**config.mk**
```make
export PLATFORM = sky130hd
export DESIGN_NAME = e3ss_div
export DESIGN_NICKNAME = d
export VERILOG_FILES = /design/src/sv/e3ss_pkg.sv /design/src/sv/e3ss_div.sv
export SDC_FILE = /design/constraint.sdc
export NUM_CORES = 1
export LEC_CHECK = 0
export ABC_AREA = 1
export BUFFER_PORTS_ARGS = -buffer_cell sky130_fd_sc_hd__buf_4
export CAP_MARGIN = 10
export CORE_UTILIZATION = 60
export DETAILED_ROUTE_END_ITERATION = 10
export HOLD_SLACK_MARGIN = 0.03
export PLACE_DENSITY = 0.86
export SLEW_MARGIN = 20
export SYNTH_ARGS = -nofsm -noshare
export SYNTH_HDL_FRONTEND = slang
export SYNTH_SLANG_ARGS = --single-unit
```
**constraint.sdc**
```tcl
create_clock -name aclk -period 8.7 [get_ports aclk]
set_input_delay 1.74 -clock aclk [delete_from_list [all_inputs] [get_ports aclk]]
set_output_delay 1.74 -clock aclk [all_outputs]
set_load 0.005 [all_outputs]
```
**src/sv/e3ss_pkg.sv**
```systemverilog
// Shared types, constants and helper functions of the Exp3 strategy selector.
package e3ss_pkg;

    localparam int NUM_STRATEGIES_DEF = 4;

    // Stream and configuration widths
    localparam int S_TDATA_W  = 104;
    localparam int M_TDATA_W  = 24;
    localparam int CFG_ADDR_W = 1;
    localparam int CFG_DATA_W = 32;

    // Configuration register indexes
    localparam logic [CFG_ADDR_W-1:0] CFG_GAIN = 1'b0;
    localparam logic [CFG_ADDR_W-1:0] CFG_MAXV = 1'b1;

    localparam logic [15:0] GAIN_RST = 16'd6554;
    localparam logic [31:0] MAXV_RST = 32'd65536;

    // Request kinds
    localparam logic REQ_SAMPLE = 1'b0;
    localparam logic REQ_UPDATE = 1'b1;

    // Fixed-point constants
    localparam logic [31:0] CAP32    = 32'hFFFF_FFFF;
    localparam logic [31:0] ARG_CAP  = 32'h0010_0000;
    localparam logic [31:0] L2E_Q30  = 32'd1549082005;
    localparam logic [31:0] LN2_Q30  = 32'd744261118;
    localparam logic [47:0] TIME_MAX = 48'hFFFF_FFFF_FFFF;
    localparam logic [3:0]  TAYLOR_TERMS = 4'd12;

    // Divider geometry
    localparam int DIV_NUM_W = 96;
    localparam int DIV_DEN_W = 64;
    localparam int DIV_CNT_W = 7;
    localparam logic [DIV_CNT_W-1:0] DIV_LAST_STEP = 7'(DIV_NUM_W - 1);

    typedef struct packed {
        logic                 start;
        logic [DIV_NUM_W-1:0] num;
        logic [DIV_DEN_W-1:0] den;
        logic [31:0]          cap;
    } div_req_t;

    typedef struct packed {
        logic        done;
        logic [31:0] quot;
    } div_rsp_t;

    typedef enum logic [4:0] {
        ST_IDLE,
        ST_S_SUM,
        ST_S_MLO,
        ST_S_MHI,
        ST_S_TGT,
        ST_S_SCAN,
        ST_S_PICK,
        ST_U_CNT,
        ST_U_DEN,
        ST_U_XDIV,
        ST_E_Y,
        ST_E_K,
        ST_E_V,
        ST_E_TM,
        ST_E_TR,
        ST_E_TF,
        ST_W_MUL,
        ST_W_SH,
        ST_T_SUM,
        ST_WN_DIV,
        ST_B_MUL,
        ST_B_ADD,
        ST_F_DIV,
        ST_Q_MUL,
        ST_Q_ST,
        ST_P_DIV,
        ST_U_RES,
        ST_DONE
    } state_t;

    // ceil(2^32 / n) for the Taylor term divisors two to twelve
    function automatic logic [31:0] recip_q32(input logic [3:0] n);
        logic [31:0] r;
        unique case (n)
            4'd2:    r = 32'd2147483648;
            4'd3:    r = 32'd1431655766;
            4'd4:    r = 32'd1073741824;
            4'd5:    r = 32'd858993460;
            4'd6:    r = 32'd715827883;
            4'd7:    r = 32'd613566757;
            4'd8:    r = 32'd536870912;
            4'd9:    r = 32'd477218589;
            4'd10:   r = 32'd429496730;
            4'd11:   r = 32'd390451573;
            4'd12:   r = 32'd357913942;
            default: r = 32'd0;
        endcase
        return r;
    endfunction

endpackage

```
**src/sv/e3ss_div.sv**
```systemverilog
// Bit-serial restoring divider: min(cap, floor(num / den)), one quotient bit per cycle.
module e3ss_div (
    input  logic               aclk,
    input  logic               aresetn,
    input  e3ss_pkg::div_req_t req,
    output e3ss_pkg::div_rsp_t rsp
);
    import e3ss_pkg::*;

    logic                 busy_reg;
    logic                 done_reg;
    logic [DIV_CNT_W-1:0] cnt_reg;
    logic [DIV_NUM_W-1:0] num_reg;
    logic [DIV_DEN_W-1:0] den_reg;
    logic [31:0]          cap_reg;
    logic [DIV_DEN_W-1:0] rem_reg;
    logic [31:0]          quo_reg;
    logic                 ovf_reg;
    logic                 num_zero_reg;
    logic [31:0]          res_reg;

    logic [DIV_DEN_W:0]   rem_sh;
    logic                 fits;
    logic [DIV_DEN_W:0]   rem_sub;
    logic [31:0]          quo_new;
    logic                 ovf_new;
    logic                 sat;

    always_comb begin
        rem_sh  = {rem_reg, num_reg[DIV_NUM_W-1]};
        fits    = rem_sh >= {1'b0, den_reg};
        rem_sub = fits ? (rem_sh - {1'b0, den_reg}) : rem_sh;
        quo_new = {quo_reg[30:0], fits};
        ovf_new = ovf_reg | quo_reg[31];
        sat     = ovf_new || (quo_new > cap_reg);
    end

    always_ff @(posedge aclk) begin
        if (!aresetn) begin
            busy_reg <= 1'b0;
            done_reg <= 1'b0;
        end else begin
            done_reg <= 1'b0;
            if (req.start) begin
                busy_reg     <= 1'b1;
                cnt_reg      <= '0;
                num_reg      <= req.num;
                den_reg      <= req.den;
                cap_reg      <= req.cap;
                num_zero_reg <= (req.num == '0);
                rem_reg      <= '0;
                quo_reg      <= '0;
                ovf_reg      <= 1'b0;
            end else if (busy_reg) begin
                rem_reg <= rem_sub[DIV_DEN_W-1:0];
                quo_reg <= quo_new;
                ovf_reg <= ovf_new;
                num_reg <= {num_reg[DIV_NUM_W-2:0], 1'b0};
                cnt_reg <= cnt_reg + 1'b1;
                if (cnt_reg == DIV_LAST_STEP) begin
                    busy_reg <= 1'b0;
                    done_reg <= 1'b1;
                    if (den_reg == '0) begin
                        res_reg <= num_zero_reg ? 32'd0 : cap_reg;
                    end else begin
                        res_reg <= sat ? cap_reg : quo_new;
                    end
                end
            end
        end
    end

    assign rsp.done = done_reg;
    assign rsp.quot = res_reg;

endmodule

```
==> results.md, run 1 <==
- Status: finished, final reports clean
- Final Hold Viols: 0
- RSZ-0062 raised after global routing: no
- Power Density: ~210 nW/um^2
- Max H-tree Level: 2
- Endpoints failing setup: 0
- Mux contribution to synthesized area: 0%
- Critical path buffers and inverters: 3
- DR DRC count: 0
- DRT Pass-1 Iters: 6
- Clock slew at reported path FFs: ~0.070 ns
- CTS buffer count: 37
- Clock sink total: 331
- Clock network fraction of total power: about 33%
- Period Utilization, post-route: 61.1%
- Seq/Total Area, Yosys: approximately 47%
- CTS tree: yes
- Final nets: between 3000 and 4000
- Critical path startpoint category: flip-flop
- Die Span Y: ~190 um
- Synthesis warning total: 0
- ANT nets after route: 0
- Vias/cell: 5.51
- WP data arrival: between 5 and 6 ns
- Synth Area per Inst: 7.53 um^2
- Clk buf depth: 3
- Hold endpoint: num_reg[83]$_DFFE_PP_
- Largest net degree at the start of global routing: around 170
- Comb power frac: between 20 and 30%
- Setup Fix Bufs, Post-CTS: 0
- Hold Crit Class: reg -> reg
- Synth cell types: 37
- Max reg flops: between 90 and 100
- FF-to-FF End: res_reg[26]$_DFFE_PP_
- Worst-margin pin slew: 1.06 ns
- Slowest cell delay on critical path: around 0.83 ns
- Most frequent cells in the layout: 1106 x nand2_1, 546 x inv_1, 329 x edfxtp_1
- Initial Util: roughly three fifths
- Simple-gate share of the synthesized area: just over 30%
- Crit Path Category: reg -> reg
- Worst slew margin: between 20 and 30%
- Largest family of logic cells by synthesized area: simple AND/OR/NAND/NOR gates
- Synth Area in Adders: 5.84%
- Post-CTS resize count: 0
- GRT Util Overall: between 30 and 40%
- Syn Nets: 3100
- Gpl congestion: 1.04
- Reg2Reg Setup Slack: ~3.4 ns
- Maxcap violations: 0
- Slowest CP cell: nand2_2
- HPWL after DPL: approximately 50000 um
- DRT Wirelength: ~67000 um
- Switch share: between 30% and 40%
- XOR/XNOR Fraction of Synth Area: between 1 and 1.5%
- Footprint of the multi-input gates: a little under 9000 um^2
- DR iter-0 viols: 1838
- Grt ovf: 0
- Register area: 9920 um^2
- #FFs+latches synth: roughly 330
- Area grow syn2layout: 15.8%
- First-pass GRT wire length: between 100000 and 150000 um
- Number of global-route vias before repair: about 19000
- Initial antenna violation count: 1
- Fillers: 2608
- Slew Limit Fails: 0
- Synth Area in Compound Gates: 3.88%
- Die area: approximately 36000 um^2
- Mapped Area: 21100 um^2
- CP top delay family: simple AND/OR/NAND/NOR gates
- CP most frequent cell: nand2_1
- Post-route setup TNS: 0 ns
- Pint: roughly 0.0033 W
- Leak: 12.6 nW
- Req. time, crit path: slightly above 9 ns
- Min Hold Slack: 0.511 ns
- Wire length per cell: 19.0 um
- Share of layout cells above drive strength 1: between 10 and 15%
- CTS root buf: clkbuf_16
- Critical Path Fanout Max: 35
- # IOs: 228
- Final Critical Period: around 5.3 ns
- Cts hold-fix bufs: 0
- Clock skew: 0.0276 ns
- R2R depth: 31
- Mapped Cells: 2807
- Reg-to-Reg Start: den_reg[7]$_DFFE_PP_
- Core Region: approximately 35000 um^2
- CP endpoint kind: flip-flop
- CP Depth: 31
- Hold wc startpoint: num_reg[82]$_DFFE_PP_
- Clock latency on the worst-skew pair: approximately 0.57 ns
- Fmax: between 150 and 200 MHz
- Hold depth: 2
- Switching power: about 0.0017 W
- Most common cell after layout, fill and taps aside: nand2_1
- Worst IR drop on VDD: about 230 uV
- Part of the power in registers: between 30% and 40%
- PortBufs: between 200 and 250
- Die Wd: between 150 and 200 um
- Rows: between 60 and 70
- Via count: around 19000
cell families after synthesis:
group           Yosys count
buf+inv                 625
flops                   331
simple gates           1570
xor+xnor                 31
compound gates          152
fa+ha+maj                98
metrics by stage:
| stage | utilization [%] | cell area [um^2] | std cells | worst slack [ns] | total power [W] |
|---|---|---|---|---|---|
| after CTS | 70.7 | 24500 | 3504 | 3.08 | 0.00503 |
| after detailed placement | 67.0 | 23200 | 3436 | 3.23 | 0.00337 |
| after floorplan | - | 21100 | 2807 | 1.51 | 0.00295 |
| final | 70.7 | 24500 | 3506 | 3.38 | 0.00505 |
| after global routing | 70.7 | 24500 | 3504 | 3.02 | 0.00526 |
| after global placement | 67.0 | 23200 | 3436 | 3.51 | 0.00333 |
how the worst max path moves through the flow:
stage,start,end,slack [ns]
finish,den_reg[7]$_DFFE_PP_,res_reg[26]$_DFFE_PP_,3.38
global route,den_reg[7]$_DFFE_PP_,res_reg[26]$_DFFE_PP_,3.02
detailed placement,den_reg[7]$_DFFE_PP_,res_reg[28]$_DFFE_PP_,3.23
CTS,den_reg[7]$_DFFE_PP_,res_reg[26]$_DFFE_PP_,3.08
global placement,den_reg[7]$_DFFE_PP_,res_reg[27]$_DFFE_PP_,3.51
floorplan,req[192],cnt_reg[0]$_SDFFCE_PP0P_,1.51
per-layer routing:
layer	up-vias	routed length, um	track usage [%]
met5	-	0	0
met4	0	2560	13.8
met1	8987	25800	46.0
met3	170	5310	5.42
li1	9185	-	-
met2	979	32900	65.4
worst register-to-register path: cells and delay by family (launching register included):
family,cells,cell delay [ns]
adder cells (fa/ha/maj),2,0.56
buffers and inverters,3,0.21
flip-flops,1,0.38
AND/OR/NAND/NOR,26,4.00
power by group through the flow:
stage	sequential, W	combinational (W)	clock [W]
3_5_place_dp	0.00204	0.00134	0
5_1_grt	0.00202	0.00153	0.00172
6_report	0.00201	0.00138	0.00165
4_1_cts	0.00201	0.00136	0.00166
3_3_place_gp	0.00203	0.00130	0
2_1_floorplan	0.00203	0.000925	0
area by class of cell:
class	instances	share of cell area, %
repair buffers	236	7.30
well taps	455	2.33
diodes	2	0.0204
flip-flops and latches	331	40.5
clock inverters	23	1.08
clock buffers	45	4.11
inverters	563	8.65
multi-input cells	1851	36.0
cells in the mapped netlist, drive strengths merged:
library cell | n | share of area [%]
or2 | 2 | 0.059
inv | 563 | 10
nor4 | 41 | 1.2
a21boi | 3 | 0.11
xor2 | 31 | 1.3
buf | 29 | 0.89
nor2 | 237 | 4.3
dfxtp | 2 | 0.19
o21ai | 49 | 1.2
and2 | 4 | 0.12
and3 | 1 | 0.030
nor3 | 17 | 0.43
nor3b | 3 | 0.13
nand4 | 34 | 1.0
a21oi | 94 | 2.4
fa | 1 | 0.095
o21a | 2 | 0.071
o21bai | 2 | 0.071
nand3 | 67 | 1.7
a21o | 2 | 0.071
clkbuf | 33 | 0.59
nand3b | 53 | 1.9
ha | 97 | 5.7
edfxtp | 329 | 47
nand2 | 1111 | 20
No activity file was read; power rests on OpenSTA's default activity.
==> run 2: changes to the inputs <==
==> constraint.sdc (replaced) <==
create_clock -name aclk -period 5.45 [get_ports aclk]
set_input_delay 1.09 -clock aclk [delete_from_list [all_inputs] [get_ports aclk]]
set_output_delay 1.09 -clock aclk [all_outputs]
set_load 0.005 [all_outputs]
==> results.md, run 2 (synthesized netlist as in run 1, its figures left out) <==
- Util after Layout: 70.8% (was 70.7%)
- CTS root buf: clkbuf_16 (unchanged)
- CP most frequent cell: nand2_1 (unchanged)
- Via count: 18800 (was 19300)
- Fillers: 2682 (was 2608)
- FF-to-FF End: res_reg[16]$_DFFE_PP_ (was res_reg[26]$_DFFE_PP_)
- Reg2Reg Setup Slack: 1.55 ns (was 3.38 ns)
- Number of global-route vias before repair: 18500 (was 18900)
- Critical Path Fanout Max: 31 (was 35)
- Core Region: 34600 um^2 (unchanged)
- Die area: 36000 um^2 (unchanged)
- Max reg flops: 96 (unchanged)
- Max H-tree Level: 2 (unchanged)
- PortBufs: 227 (unchanged)
- Grt ovf: 0 (unchanged)
- Initial Util: 61.0% (unchanged)
- Hold Crit Class: reg -> reg (unchanged)
- Period Utilization, post-route: 71.5% (was 61.1%)
- ANT nets after route: 0 (unchanged)
- Final nets: 3317 (was 3313)
- Post-route setup TNS: 0 ns (unchanged)
- Clock sink total: 331 (unchanged)
- Vias/cell: 5.37 (was 5.51)
- CTS buffer count: 37 (unchanged)
- CP endpoint: res_reg[16]$_DFFE_PP_ (was res_reg[26]$_DFFE_PP_)
- Area grow syn2layout: 15.9% (was 15.8%)
- Post-CTS resize count: 0 (unchanged)
- DR iter-0 viols: 1537 (was 1838)
- Worst slew margin: 23.9% (was 29.0%)
- Wire length per cell: 17.8 um (was 19.0 um)
- Slew Limit Fails: 0 (unchanged)
- Rows: 68 (unchanged)
- Leak: 12.6 nW (about the same)
- Critical path startpoint category: flip-flop (unchanged)
- HPWL after DPL: 46800 um (was 49200 um)
- Share of layout cells above drive strength 1: 11.1% (was 11.2%)
- Cts hold-fix bufs: 0 (unchanged)
- RSZ-0062 raised after global routing: no (unchanged)
- Worst-margin pin slew: 1.14 ns (was 1.06 ns)
- Req. time, crit path: 5.86 ns (was 9.10 ns)
- DRT Wirelength: 62400 um (was 66600 um)
- Clk buf depth: 3 (unchanged)
- Status: finished, final reports clean (unchanged)
- Crit Path Category: reg -> reg (unchanged)
- Clock skew: 0.0257 ns (was 0.0276 ns)
- Die Wd: 190 um (unchanged)
- Diodes inserted: 0 (was 2)
- Final Hold Viols: 0 (unchanged)
- Maxcap violations: 0 (unchanged)
- Final Critical Period: 3.90 ns (was 5.32 ns)
- # IOs: 228 (unchanged)
- First-pass GRT wire length: 96900 um (was 101000 um)
- CTS tree: yes (unchanged)
- Most common cell after layout, fill and taps aside: nand2_1 (unchanged)
- Slowest CP cell: edfxtp_1 (was nand2_2)
- Slowest cell delay on critical path: 0.49 ns (was 0.83 ns)
- Clock latency on the worst-skew pair: 0.57 ns (about the same)
- Worst IR drop on VDD: 320 uV (was 235 uV)
- Fmax: 256 MHz (was 188 MHz)
- Largest net degree at the start of global routing: 117 (was 168)
- Die Span Y: 190 um (unchanged)
- Crit path from: den_reg[8]$_DFFE_PP_ (was den_reg[7]$_DFFE_PP_)
- Endpoints failing setup: 0 (unchanged)
- WP data arrival: 4.31 ns (was 5.72 ns)
- R2R depth: 32 (was 31)
- DRT Pass-1 Iters: 6 (unchanged)
- Setup Fix Bufs, Post-CTS: 0 (unchanged)
- Power Density: 324 nW/um^2 (was 206 nW/um^2)
- Gpl congestion: 1.04 (about the same)
- Reg-to-Reg Start: den_reg[8]$_DFFE_PP_ (was den_reg[7]$_DFFE_PP_)
- DR DRC count: 0 (unchanged)
- Clock slew at reported path FFs: 0.06 ns (was 0.07 ns)
- Initial antenna violation count: 0 (was 1)
- CP endpoint kind: flip-flop (unchanged)
- GRT Util Overall: 34.9% (was 37.1%)
- Most frequent cells in the layout: 1107 x nand2_1, 546 x inv_1, 329 x edfxtp_1 (was 1106 x nand2_1, 546 x inv_1, 329 x edfxtp_1)
-- run 2: worst max-delay path, delay by kind of cell, from the launching register on --
kind	cells	cell delay (ns)
fa+ha+maj	2	0.53
buf+inv	4	0.51
simple gates	26	2.23
flops	1	0.49
-- run 2: power breakdown --
group          internal (W)  leakage [nW]  switching, W
Sequential          0.00309          3.18      0.000112
Combinational      0.000723          8.84       0.00144
Clock               0.00154         0.599       0.00104
-- run 2: area by class of cell --
class                   instances  area, um^2  share of cell area [%]
repair buffers                240        1840                    7.51
well taps                     455         569                    2.32
multi-input cells            1851        8820                    36.0
inverters                     563        2120                    8.64
clock buffers                  47         995                    4.06
clock inverters                18         245                    1.00
flip-flops and latches        331        9920                    40.5
-- run 2: how the worst min path moves through the flow --
stage	from	to	slack (ns)	depth (start not counted)
finish	num_reg[80]$_DFFE_PP_	num_reg[81]$_DFFE_PP_	0.52	2
global route	num_reg[32]$_DFFE_PP_	num_reg[33]$_DFFE_PP_	0.54	2
CTS	num_reg[80]$_DFFE_PP_	num_reg[81]$_DFFE_PP_	0.52	2
detailed placement	num_reg[56]$_DFFE_PP_	num_reg[57]$_DFFE_PP_	0.50	2
global placement	num_reg[92]$_DFFE_PP_	num_reg[93]$_DFFE_PP_	0.50	2
floorplan	busy_reg$_SDFF_PN0_	done_reg$_SDFF_PP0_	0.49	2
-- run 2: layer usage --
| layer | vias to the layer above | routed length (um) | global-route usage, % |
|---|---|---|---|
| met4 | 0 | 2700 | 14.7 |
| met5 | - | 0 | 0 |
| met3 | 137 | 4300 | 5.72 |
| met2 | 734 | 30200 | 60.4 |
| li1 | 9192 | - | - |
| met1 | 8746 | 25200 | 43.3 |
-- run 2: per-stage QoR --
step | setup slack (ns) | cells | hold slack, ns | total power (W) | cell area (um^2)
final | 1.55 | 3505 | 0.516 | 0.00795 | 24500
after CTS | 1.56 | 3505 | 0.518 | 0.00794 | 24500
after floorplan | 0.814 | 2807 | 0.486 | 0.00470 | 21100
after global routing | 1.15 | 3505 | 0.540 | 0.00834 | 24500
after detailed placement | 1.64 | 3440 | 0.498 | 0.00535 | 23300
after global placement | 1.74 | 3440 | 0.496 | 0.00528 | 23300
